$ cat config.mk
export PLATFORM = sky130hd
export DESIGN_NAME = hfe_track_bitstream_decoder_core
export DESIGN_NICKNAME = d
export VERILOG_FILES = /design/src/rtl/hfetbd_pkg.sv /design/src/rtl/hfetbd_front.sv /design/src/rtl/hfetbd_queue.sv /design/src/rtl/hfetbd_back.sv /design/src/rtl/hfe_track_bitstream_decoder_core.sv
export SDC_FILE = /design/constraint.sdc
export NUM_CORES = 1
export LEC_CHECK = 0
export BUFFER_PORTS_ARGS = -buffer_cell sky130_fd_sc_hd__buf_2
export CORE_ASPECT_RATIO = 0.9
export CORE_MARGIN = 3
export CORE_UTILIZATION = 40
export DETAILED_ROUTE_END_ITERATION = 10
export HOLD_SLACK_MARGIN = 0.15
export SYNTH_ARGS = -nofsm -noshare
export SYNTH_HDL_FRONTEND = slang
export SYNTH_SLANG_ARGS = --single-unit
$ cat constraint.sdc
create_clock -name clk -period 7.75 [get_ports clk]
set_input_delay 0.3875 -clock clk [delete_from_list [all_inputs] [get_ports clk]]
set_output_delay 0.3875 -clock clk [all_outputs]
set_load 0.05 [all_outputs]
$ cat src/rtl/hfetbd_pkg.sv
// Shared types, constants and helpers for the track bitstream decoder.
// No dependencies; imported by every module in rtl/.
package hfetbd_pkg;

  // Half-block geometry: each 2*HALF_BLOCK bytes hold one half per side
  localparam int HALF_BLOCK = 256;
  localparam int HALF_W     = $clog2(HALF_BLOCK);
  localparam int POS_W      = HALF_W + 1;

  // Command queue depth between front and back
  localparam int Q_DEPTH = 2;
  localparam int Q_PTR_W = $clog2(Q_DEPTH);
  localparam int Q_CNT_W = $clog2(Q_DEPTH + 1);

  // Opcodes, in decoded (bit-reversed) order
  localparam logic [7:0] OP_NOP      = 8'hF0;
  localparam logic [7:0] OP_SETINDEX = 8'hF1;
  localparam logic [7:0] OP_SETRATE  = 8'hF2;
  localparam logic [7:0] OP_SKIPBITS = 8'hF3;
  localparam logic [7:0] OP_RAND     = 8'hF4;
  localparam logic [3:0] OP_PREFIX   = 4'hF;

  // Track encodings
  localparam logic [7:0] ENC_ISO_FM = 8'h02;

  // Configuration register indexes
  localparam logic [1:0] CFG_V3   = 2'd0;
  localparam logic [1:0] CFG_ENC  = 2'd1;
  localparam logic [1:0] CFG_SIDE = 2'd2;

  typedef enum logic [1:0] {
    ST_DATA   = 2'd0,
    ST_BAD_OP = 2'd1,
    ST_CUT_OP = 2'd2
  } status_t;

  // One queued command: either a byte of bits to gather or a status word
  typedef struct packed {
    logic       is_bits;
    logic       clr;      // restart bit assembly before this command
    logic [7:0] data;
    logic [3:0] skip;     // leading bits to drop, 8 drops the lot
    status_t    st;
  } cmd_t;

  function automatic logic [7:0] flip8(input logic [7:0] v);
    logic [7:0] r;
    for (int i = 0; i < 8; i++) begin
      r[7 - i] = v[i];
    end
    return r;
  endfunction

endpackage

$ cat src/rtl/hfetbd_front.sv
// Front end: position tracking, half selection and opcode parsing.
// Depends on hfetbd_pkg; pushes commands into hfetbd_queue.
module hfetbd_front (
  input  logic                clk,
  input  logic                rst_n,
  input  logic                in_valid,
  output logic                in_ready,
  input  logic [7:0]          in_raw_byte,
  input  logic [7:0]          in_random_fill,
  input  logic                in_track_start,
  input  logic                v3_en,
  input  logic                side_sel,
  input  logic                q_full,
  output logic                push,
  output hfetbd_pkg::cmd_t    cmd
);
  import hfetbd_pkg::*;

  typedef enum logic [1:0] {
    PH_NORMAL = 2'd0,
    PH_RATE   = 2'd1,
    PH_COUNT  = 2'd2,
    PH_TARGET = 2'd3
  } phase_t;

  logic [POS_W-1:0] pos_r, pos_nxt;
  phase_t           phase_r, phase_nxt;
  logic [7:0]       pend_r, pend_nxt;
  logic             halted_r, halted_nxt;
  logic             clr_r, clr_nxt;
  logic             push_nxt;
  cmd_t             cmd_nxt;

  logic             accept;
  logic [POS_W-1:0] pos;
  logic [HALF_W-1:0] off;
  logic             last;
  logic [7:0]       b;

  assign in_ready = !q_full;
  assign accept   = in_valid && in_ready;
  assign push     = push_nxt;
  assign cmd      = cmd_nxt;

  assign pos  = in_track_start ? '0 : pos_r;
  assign off  = pos[HALF_W-1:0];
  assign last = (off == HALF_W'(HALF_BLOCK - 1));
  assign b    = flip8(in_raw_byte);

  // Classify the word and work out the parser's next state
  always_comb begin
    pos_nxt    = pos_r;
    phase_nxt  = phase_r;
    pend_nxt   = pend_r;
    halted_nxt = halted_r;
    clr_nxt    = clr_r;
    push_nxt   = 1'b0;
    cmd_nxt    = '{is_bits: 1'b1, clr: 1'b0, data: b, skip: 4'd0, st: ST_DATA};
    if (accept) begin
      pos_nxt = pos + 1'b1;  // wraps at the block end
      if (off == '0) begin
        phase_nxt  = PH_NORMAL;
        pend_nxt   = '0;
        halted_nxt = 1'b0;
        clr_nxt    = 1'b1;
      end
      if (pos[POS_W-1] == side_sel && !halted_nxt) begin
        unique case (phase_nxt)
          PH_RATE: begin
            phase_nxt = PH_NORMAL;
          end
          PH_COUNT: begin
            phase_nxt = PH_NORMAL;
            if (last) begin
              push_nxt       = 1'b1;
              cmd_nxt.is_bits = 1'b0;
              cmd_nxt.st     = ST_CUT_OP;
            end else begin
              pend_nxt  = b;
              phase_nxt = PH_TARGET;
            end
          end
          PH_TARGET: begin
            push_nxt     = 1'b1;
            cmd_nxt.skip = (|pend_nxt[7:3]) ? 4'd8 : pend_nxt[3:0];
            pend_nxt     = '0;
            phase_nxt    = PH_NORMAL;
          end
          default: begin
            if (v3_en && b[7:4] == OP_PREFIX) begin
              unique case (b)
                OP_NOP, OP_SETINDEX: ;
                OP_SETRATE, OP_SKIPBITS: begin
                  if (last) begin
                    push_nxt        = 1'b1;
                    cmd_nxt.is_bits = 1'b0;
                    cmd_nxt.st      = ST_CUT_OP;
                  end else begin
                    phase_nxt = (b == OP_SETRATE) ? PH_RATE : PH_COUNT;
                  end
                end
                OP_RAND: begin
                  push_nxt     = 1'b1;
                  cmd_nxt.data = in_random_fill;
                end
                default: begin
                  halted_nxt      = 1'b1;
                  push_nxt        = 1'b1;
                  cmd_nxt.is_bits = 1'b0;
                  cmd_nxt.st      = ST_BAD_OP;
                end
              endcase
            end else begin
              push_nxt = 1'b1;
            end
          end
        endcase
      end
      // pending restart rides on the next command out
      cmd_nxt.clr = clr_nxt;
      if (push_nxt) begin
        clr_nxt = 1'b0;
      end
    end
  end

  // Parser state
  always_ff @(posedge clk) begin
    if (!rst_n) begin
      pos_r    <= '0;
      phase_r  <= PH_NORMAL;
      pend_r   <= '0;
      halted_r <= 1'b0;
      clr_r    <= 1'b1;
    end else begin
      pos_r    <= pos_nxt;
      phase_r  <= phase_nxt;
      pend_r   <= pend_nxt;
      halted_r <= halted_nxt;
      clr_r    <= clr_nxt;
    end
  end

  // Pending skip only exists while a target byte is awaited
  a_pend_phase: assert property (@(posedge clk) disable iff (!rst_n)
    (pend_r != '0) |-> (phase_r == PH_TARGET))
    else $error("pending skip held outside target phase");

  // Nothing is pushed without a word being taken
  a_push_accept: assert property (@(posedge clk) disable iff (!rst_n)
    push |-> accept)
    else $error("command pushed without an accepted word");

  // Halted half leaves the parser in normal phase
  a_halt_phase: assert property (@(posedge clk) disable iff (!rst_n)
    halted_r |-> (phase_r == PH_NORMAL))
    else $error("parser halted mid-operand");

endmodule

$ cat src/rtl/hfetbd_queue.sv
// Short command queue decoupling the parser from the bit assembler.
// Depends on hfetbd_pkg for cmd_t and depth constants.
module hfetbd_queue (
  input  logic             clk,
  input  logic             rst_n,
  input  logic             push,
  input  hfetbd_pkg::cmd_t wr_cmd,
  output logic             full,
  input  logic             pop,
  output logic             not_empty,
  output hfetbd_pkg::cmd_t rd_cmd
);
  import hfetbd_pkg::*;

  cmd_t               mem_r [Q_DEPTH];
  logic [Q_PTR_W-1:0] wr_ptr_r, rd_ptr_r;
  logic [Q_CNT_W-1:0] cnt_r;
  logic               do_push, do_pop;

  assign full      = (cnt_r == Q_CNT_W'(Q_DEPTH));
  assign not_empty = (cnt_r != '0);
  assign do_push   = push && !full;
  assign do_pop    = pop && not_empty;
  assign rd_cmd    = mem_r[rd_ptr_r];

  // Storage
  always_ff @(posedge clk) begin
    if (do_push) begin
      mem_r[wr_ptr_r] <= wr_cmd;
    end
  end

  // Pointers and fill count
  always_ff @(posedge clk) begin
    if (!rst_n) begin
      wr_ptr_r <= '0;
      rd_ptr_r <= '0;
      cnt_r    <= '0;
    end else begin
      if (do_push) begin
        wr_ptr_r <= (wr_ptr_r == Q_PTR_W'(Q_DEPTH - 1)) ? '0 : wr_ptr_r + 1'b1;
      end
      if (do_pop) begin
        rd_ptr_r <= (rd_ptr_r == Q_PTR_W'(Q_DEPTH - 1)) ? '0 : rd_ptr_r + 1'b1;
      end
      cnt_r <= cnt_r + Q_CNT_W'(do_push) - Q_CNT_W'(do_pop);
    end
  end

  a_cnt_bound: assert property (@(posedge clk) disable iff (!rst_n)
    cnt_r <= Q_CNT_W'(Q_DEPTH))
    else $error("queue count over depth");

  a_no_overflow: assert property (@(posedge clk) disable iff (!rst_n)
    !(push && full))
    else $error("push into full queue");

  a_pop_count: assert property (@(posedge clk) disable iff (!rst_n)
    (do_pop && !do_push) |=> (cnt_r == $past(cnt_r) - 1'b1))
    else $error("queue count lost a pop");

endmodule

$ cat src/rtl/hfetbd_back.sv
// Back end: gathers kept bits into bytes and holds the result word.
// Depends on hfetbd_pkg; pops commands from hfetbd_queue.
module hfetbd_back (
  input  logic             clk,
  input  logic             rst_n,
  input  logic [7:0]       enc,
  input  logic             q_not_empty,
  input  hfetbd_pkg::cmd_t q_cmd,
  output logic             pop,
  output logic             out_valid,
  input  logic             out_ready,
  output logic [7:0]       out_decoded_byte,
  output logic [1:0]       out_status
);
  import hfetbd_pkg::*;

  logic       keep_r, keep_nxt;
  logic [2:0] gath_r, gath_nxt;
  logic [7:0] asm_r, asm_nxt;
  logic       ov_r, ov_nxt;
  logic [7:0] od_r, od_nxt;
  status_t    os_r, os_nxt;

  logic       emit;
  logic [7:0] emit_val;

  assign pop              = q_not_empty && (!ov_r || out_ready);
  assign out_valid        = ov_r;
  assign out_decoded_byte = od_r;
  assign out_status       = os_r;

  // Walk the eight bits of a command, most significant first
  always_comb begin
    logic       k;
    logic [3:0] g;
    logic [7:0] a;
    k        = keep_r;
    g        = {1'b0, gath_r};
    a        = asm_r;
    emit     = 1'b0;
    emit_val = '0;
    if (q_cmd.clr) begin
      k = 1'b1;
      g = '0;
      a = '0;
    end
    if (q_cmd.is_bits) begin
      for (int i = 0; i < 8; i++) begin
        if (4'(i) >= q_cmd.skip) begin
          if (k) begin
            a = {q_cmd.data[7 - i], a[7:1]};
            g = g + 1'b1;
            if (g[3]) begin
              emit     = 1'b1;
              emit_val = a;
              a        = '0;
              g        = '0;
            end
          end
          k = (enc == ENC_ISO_FM) ? !k : 1'b1;
        end
      end
    end
    keep_nxt = k;
    gath_nxt = g[2:0];
    asm_nxt  = a;
  end

  // Output register next value
  always_comb begin
    ov_nxt = ov_r && !out_ready;
    od_nxt = od_r;
    os_nxt = os_r;
    if (pop) begin
      if (!q_cmd.is_bits) begin
        ov_nxt = 1'b1;
        od_nxt = '0;
        os_nxt = q_cmd.st;
      end else if (emit) begin
        ov_nxt = 1'b1;
        od_nxt = emit_val;
        os_nxt = ST_DATA;
      end
    end
  end

  // Assembly state and output word
  always_ff @(posedge clk) begin
    if (!rst_n) begin
      keep_r <= 1'b1;
      gath_r <= '0;
      asm_r  <= '0;
      ov_r   <= 1'b0;
    end else begin
      if (pop) begin
        keep_r <= keep_nxt;
        gath_r <= gath_nxt;
        asm_r  <= asm_nxt;
      end
      ov_r <= ov_nxt;
    end
  end

  always_ff @(posedge clk) begin
    od_r <= od_nxt;
    os_r <= os_nxt;
  end

  // Error words never carry data
  a_err_zero: assert property (@(posedge clk) disable iff (!rst_n)
    (ov_r && os_r != ST_DATA) |-> (od_r == '0))
    else $error("status word with nonzero data");

  // A held word is not replaced while the sink stalls
  a_hold: assert property (@(posedge clk) disable iff (!rst_n)
    (ov_r && !out_ready) |=> (ov_r && $stable(od_r) && $stable(os_r)))
    else $error("result overwritten under stall");

  // Without ISO FM every gathered bit leaves the keep flag set
  a_keep: assert property (@(posedge clk) disable iff (!rst_n)
    (pop && q_cmd.is_bits && q_cmd.skip != 4'd8 && enc != ENC_ISO_FM) |=> keep_r)
    else $error("bit dropped outside FM");

endmodule

$ cat src/rtl/hfe_track_bitstream_decoder_core.sv
// Track bitstream decoder: one side of an interleaved track to data bytes.
// Path: an accepted word is written into the command queue, then its result into the output register.
// Throughput: one word per cycle while the queue has room; the 2-deep command queue and the output
// register let the parser run on while a result waits to be taken.
// Reset (rst_n low, synchronous): config to 0, position 0, queue empty.
// Depends on hfetbd_pkg, hfetbd_front, hfetbd_queue, hfetbd_back.
module hfe_track_bitstream_decoder_core (
  input  logic       clk,
  input  logic       rst_n,
  input  logic       in_valid,
  output logic       in_ready,
  input  logic [7:0] in_raw_byte,
  input  logic [7:0] in_random_fill,
  input  logic       in_track_start,
  output logic       out_valid,
  input  logic       out_ready,
  output logic [7:0] out_decoded_byte,
  output logic [1:0] out_status,
  input  logic       cfg_valid,
  output logic       cfg_ready,
  input  logic [1:0] cfg_index,
  input  logic [7:0] cfg_data
);
  import hfetbd_pkg::*;

  logic       v3_r;
  logic [7:0] enc_r;
  logic       side_r;

  logic       q_full, q_not_empty, push, pop;
  cmd_t       wr_cmd, rd_cmd;

  assign cfg_ready = 1'b1;

  // Configuration registers
  always_ff @(posedge clk) begin
    if (!rst_n) begin
      v3_r   <= 1'b0;
      enc_r  <= '0;
      side_r <= 1'b0;
    end else if (cfg_valid) begin
      case (cfg_index)
        CFG_V3:   v3_r   <= cfg_data[0];
        CFG_ENC:  enc_r  <= cfg_data;
        CFG_SIDE: side_r <= cfg_data[0];
        default: ;
      endcase
    end
  end

  hfetbd_front u_front (
    .clk            (clk),
    .rst_n          (rst_n),
    .in_valid       (in_valid),
    .in_ready       (in_ready),
    .in_raw_byte    (in_raw_byte),
    .in_random_fill (in_random_fill),
    .in_track_start (in_track_start),
    .v3_en          (v3_r),
    .side_sel       (side_r),
    .q_full         (q_full),
    .push           (push),
    .cmd            (wr_cmd)
  );

  hfetbd_queue u_queue (
    .clk       (clk),
    .rst_n     (rst_n),
    .push      (push),
    .wr_cmd    (wr_cmd),
    .full      (q_full),
    .pop       (pop),
    .not_empty (q_not_empty),
    .rd_cmd    (rd_cmd)
  );

  hfetbd_back u_back (
    .clk              (clk),
    .rst_n            (rst_n),
    .enc              (enc_r),
    .q_not_empty      (q_not_empty),
    .q_cmd            (rd_cmd),
    .pop              (pop),
    .out_valid        (out_valid),
    .out_ready        (out_ready),
    .out_decoded_byte (out_decoded_byte),
    .out_status       (out_status)
  );

endmodule

Yosys cells after proc, flatten, opt, wreduce, memory -nomap -nowiden --
Memories as Yosys holds them, arrays and structs flattened. A register that Yosys moved wholly into a read port is not among the register bits. Cells that the tools add are included.
Operators by class: add/subtract/negate cells 13, $lt $le $gt $ge 8, eq/ne operators 16, multiplexer cells 195, reductions and logical operators 34
Operators by type and width (count):
- 8-bit two-way mux | 60
- 4-bit two-way mux | 23
- 1-bit two-way mux | 77
- 8-bit equality test (second input constant) | 6
- 3-bit two-way mux | 12
- 4-bit by 1-bit adder with 4-bit output (second input constant) | 7
- 2-bit two-way mux | 12
- 3-bit by 4-bit >= comparator with 1-bit output (first input constant) | 4
- 16-bit two-way mux | 1
- 8-bit case mux with 2 select lines | 1
- 14-bit two-way mux | 1
- 1-bit logical NOT | 12
- 2-bit case mux with 2 select lines | 3
- 5-bit OR reduction | 2
- 9-bit by 1-bit adder with 9-bit output (second input constant) | 1
- 9-bit two-way mux | 1
- 2-bit equality test (second input constant) | 4
- 8-bit by 2-bit equality test with 1-bit output (second input constant) | 1
- 1-bit by 4-bit >= comparator with 1-bit output (first input constant) | 2
- 2-bit by 4-bit >= comparator with 1-bit output (first input constant) | 2
- 8-bit logical NOT | 1
- 2-bit AND reduction | 4
- 1-bit logical AND | 7
- 1-bit case mux with 2 select lines | 3
- other kinds (14) | 19
Word-level totals: register bits after elaboration 58, bits in writable memories 32, input bits 32, output and inout bits 13, word-level logic and storage cells 284, memories kept 1
Memory list:
- u_queue.mem_r | words 2, bits a word 16, read ports 1, clocked after memory_dff 1, wr ports 1, line hfetbd_queue.sv:15 | cmd_t mem_r [Q_DEPTH];

Depth between registers and ports, before layout --
depth in word-level cells 44, depth in mapped cells 34, gate-level depth less buffers 30

Modules after synthesis --
Synthesis repeated with hierarchy kept, for this count alone.
Unflattened totals: cell total of the unflattened synthesis 774, area total of the unflattened synthesis 6924.1 um2
By module, submodules not included:
- hfetbd_back | times used 1, cells each 480, area each 3602.2 um2, sequential area each 540.5 um2
- hfetbd_front | times used 1, cells each 171, area each 1446.4 um2, sequential area each 420.4 um2
- hfetbd_queue | times used 1, cells each 77, area each 1446.4 um2, sequential area each 1061.0 um2
- hfe_track_bitstream_decoder_core | times used 1, cells each 46, area each 429.2 um2, sequential area each 200.2 um2

Worst setup path after synthesis --
OpenSTA, ideal clock, no wires.
path kind reg2reg, start memory u_queue.mem_r[1][5] (netlist bit), end register u_back.od_r[0] (netlist: u_back.out_decoded_byte[0]) (enable), library setup time 0.385 ns, arrival time 6.663 ns, data required time 7.365 ns, slack 0.702 ns, cell stages (with the launch flop) 29, buffers on the path 1, clock period less this slack 7.048 ns, path through edfxtp_1 -> or3b_4 -> a222oi_1 -> or2_2 -> nand3_1 -> inv_1 -> ha_1 -> clkbuf_1 -> nand2_1 -> a2111oi_4 -> o311ai_4 -> o21ai_4 -> o2bb2ai_4 -> ha_1 -> a21oi_1 -> nor2_1 -> ha_1 -> nand2_1 -> a21oi_4 -> or2_2 -> ha_1 -> o22a_1 -> and2_1 -> ha_1 -> and2_1 -> nor3b_1 -> a41o_1 -> o2111ai_4 -> a41oi_1
RTL lines:
- start: declaration | line hfetbd_queue.sv:15
- end signal: assignment | line hfetbd_back.sv:105 | od_r <= od_nxt;
- end: declaration | line hfetbd_back.sv:21 | logic [7:0] od_r, od_nxt;

==> flow_summary.ini <==
[power_and_ir_drop]
p_leak_nw = 2.858
p_per_area_nw_per_um2 = 327.5
ir_drop_mv = 0.2337
power_w = 0.002522

[hold_path]
hp-start = cfg_data[5]
hold_class = primary input to flop

[run_status]
outcome = finished, final reports clean

[clock_network]
root_buffer = clkbuf_16
post_cts_buffers = 0
clock-sinks = 90
clk_latency_ns = 0.34
path_clk_slew_ns = 0.07
cts_tree = built
cts_buffer_depth = 2
ctsHtreeMaxLevel = 3
numCtsBuffers = 9

[placement]
portBuffers = 43
place.detailed.hpwl_um = 14870
postPlaceCellArea_um2 = 7407
gp_congestion = 0.9049

[logic_synthesis]
syn_inst = 825
synth-main-ff-cell = dfxtp_1
synthDominantCellAreaShare_pct = 17.95
seq_area_frac_synth_pct = 31.62
synthesis.nets = 868
synth_warnings = 0
post-synth-top-count-cell = nor2_1
ys_async_sr_fraction_pct = 0
ys_types = 99
synth_area_leader_cell = edfxtp_1
synth.area.top_cells = edfxtp_1 18%, dfxtp_1 14%, mux2i_1 6.1%
syn_area_um2 = 7028
ys_ff_latch = 90
synth_edf_count = 42
yosys-top-cells-count = 93 x nor2_1, 74 x nand2_1, 48 x a21oi_1, 48 x dfxtp_1, 43 x mux2i_1
synth.avg_cell_area_um2 = 8.519

[sta]
fmax_ghz = 0.1393
tightest_slew_ns = 1.223
hold_viol_final = 0
final.setup_skew_ns = 0.009689
slew_headroom_pct = 17.83
final.min_clock_period_ns = 7.180
tns_ns = 0
finalCritPeriodShare_pct = 92.65
rsz0062_at_grt = false
final-max-slew-violation-count = 0
fin_hold_ws_ns = 0.2713
final-setup-viol-count = 0

[routing]
drt_drc_violations_left = 0
antenna_left = 0
via_count = 6533
route.detailed.wl_per_inst_um = 18.17
routed_wl_um = 19750
drt_first_iter_violations = 875
dr.pass1.iters = 6
viasPerCell = 6.010

[global_route]
grt_max_degree = 36
grt_overflow = 0
antenna_found_initial = 0
grt_pass1_wl_um = 31900
grt_pass1_vias = 5912
grt_usage_pct = 19.95

[worst_setup_path]
endpoint_kind = flop
arrival_ns = 7.22
critical_path_required_ns = 7.79
start_kind = flop
critPathKind = flop to flop
reg2reg_from = u_queue.mem_r[1][5]
crit_path_max_fanout = 19
r2r_setup_slack_ns = 0.57
critical_path.startpoint = u_queue.mem_r[1][5]

[cells_and_area]
n_antenna_cell = 0
synthToLayoutAreaGrowth_pct = 9.578
layout-drive-gt1-share_pct = 15.73
design_area_um2 = 7701
nets = 890
finalCoreUtilization_pct = 45.14

[floorplanning]
dieArea_um2 = 19200
core_region_area_um2 = 17060
initial_core_util_pct = 41.20
chipWidth_um = 145.7
die_h_um = 131.8
ioPinCount = 45
num_rows = 45

[job]
max_cap_violations = 0
[stage by stage]
stage,setup slack (ns),cells
2_1_floorplan,0.7020,825
3_3_place_gp,0.6763,1071
3_5_place_dp,0.4806,1071
4_1_cts,0.4452,1087
5_1_grt,0.01311,1087
6_report,0.5700,1087
[timing repair]
action,4_1_cts,5_1_grt
resized for setup,0,2
setup endpoints to repair,0,17
hold buffers,0,0
[final cells by class]
class / instances / area, um^2
Clock buffer: 9 / 225.2
Clock inverter: 7 / 61.31
Fill cell: 1711 / 9359
Inverter: 17 / 63.81
Multi-Input combinational cell: 668 / 4484
Sequential cell: 90 / 2222
Tap cell: 235 / 294.0
Timing Repair Buffer: 61 / 350.3
[flip-flops by register name, indices dropped and copies added (netlist names), 2 cells and up, named ones only]
| register | cells |
|---|---|
| u_back.out_status | 2 |
| enc_r | 8 |
| u_back.out_decoded_byte | 8 |
| u_front.phase_r | 2 |
| u_front.pend_r | 8 |
| u_back.gath_r | 3 |
| u_back.asm_r | 7 |
| u_front.pos_r | 9 |
| u_queue.mem_r | 32 |
| u_queue.cnt_r | 2 |
[routing by layer]
metal  up-vias  GRT usage, %  routed length [um]  part of all wire [%]
li1       3183             -                   -                     -
met1      3110         30.18                9749                    49
met2       217         29.79                8508                    43
met3        23         3.369                1201                   6.1
met4         0         4.430                 289                   1.5
met5         -             0                   0                     0
[critical path, stage by stage, from the launching register on]
cell and delay, ns:
edfxtp_1 0.47, or3b_4 0.47, a22oi_2 0.30, buf_4 0.22
mux2i_2 0.45, nor2_4 0.16, a31o_2 0.31, ha_1 0.30
nand2b_1 0.18, o31ai_1 0.29, o211ai_1 0.23, a21oi_1 0.27
nor2_1 0.08, ha_1 0.28, nand2_1 0.10, a21oi_4 0.06
or2_2 0.31, ha_1 0.29, o22a_1 0.25, and2_1 0.19
ha_1 0.27, and2_1 0.13, nor3b_1 0.22, a41o_1 0.22
o2111ai_4 0.31, a41oi_1 0.28, buf_4 0.23
[logic make-up (layout without fill, tap and decap cells)]
group	after synthesis	in the layout	share of synthesized area, %
and+or+nand+nor	312	312	22.09
AOI/OAI and AO/OA	274	274	29.38
DFF	90	90	31.62
xor gates and xnor gates	13	13	1.727
adders and majority gates	11	11	1.958
buffers and inverters	67	94	4.682
other	1	1	0.05336
muxes	57	57	8.492
[final timing paths]
path / endpoint / depth (start not counted)
setup reg to reg: u_back.out_status[0] / 26
setup / recovery: u_back.out_status[0] / 26
hold reg to reg: u_front.pend_r[1] / 2
hold / removal: enc_r[5] / 3
[cell usage in the layout, fill, tap and decap left out, types with 5 or more instances in the layout]
master      n
o211a_1     6
a211oi_1   20
or3_1       7
o21a_1      7
inv_1      16
nand2_1    74
buf_4      18
a211o_1     5
a221oi_1    6
a22o_1      8
and2_1     19
and3_1      8
ha_1       10
o21ai_0    40
a21oi_1    48
mux2_2     11
dfxtp_1    48
xnor2_1    10
nand2b_1    7
o211ai_1   12
nor3_1     25
nand3_1    24
a31oi_1    13
edfxtp_1   42
a22oi_1    18
or2_2       6
buf_2      43
o31ai_1     5
a21o_1     11
o22ai_1    10
nand4_1     5
nor2b_1     6
mux2i_1    43
nor2_1     93
nor3b_1     7
clkbuf_16   9
[power breakdown]
| part | switching, W | leakage (nW) | internal, W |
|---|---|---|---|
| combinational | 0.000938 | 1.94 | 0.000519 |
| sequential | 0.0000582 | 0.777 | 0.000589 |
| clock | 0.000195 | 0.140 | 0.000224 |
Power figures use the tool's default switching activity.
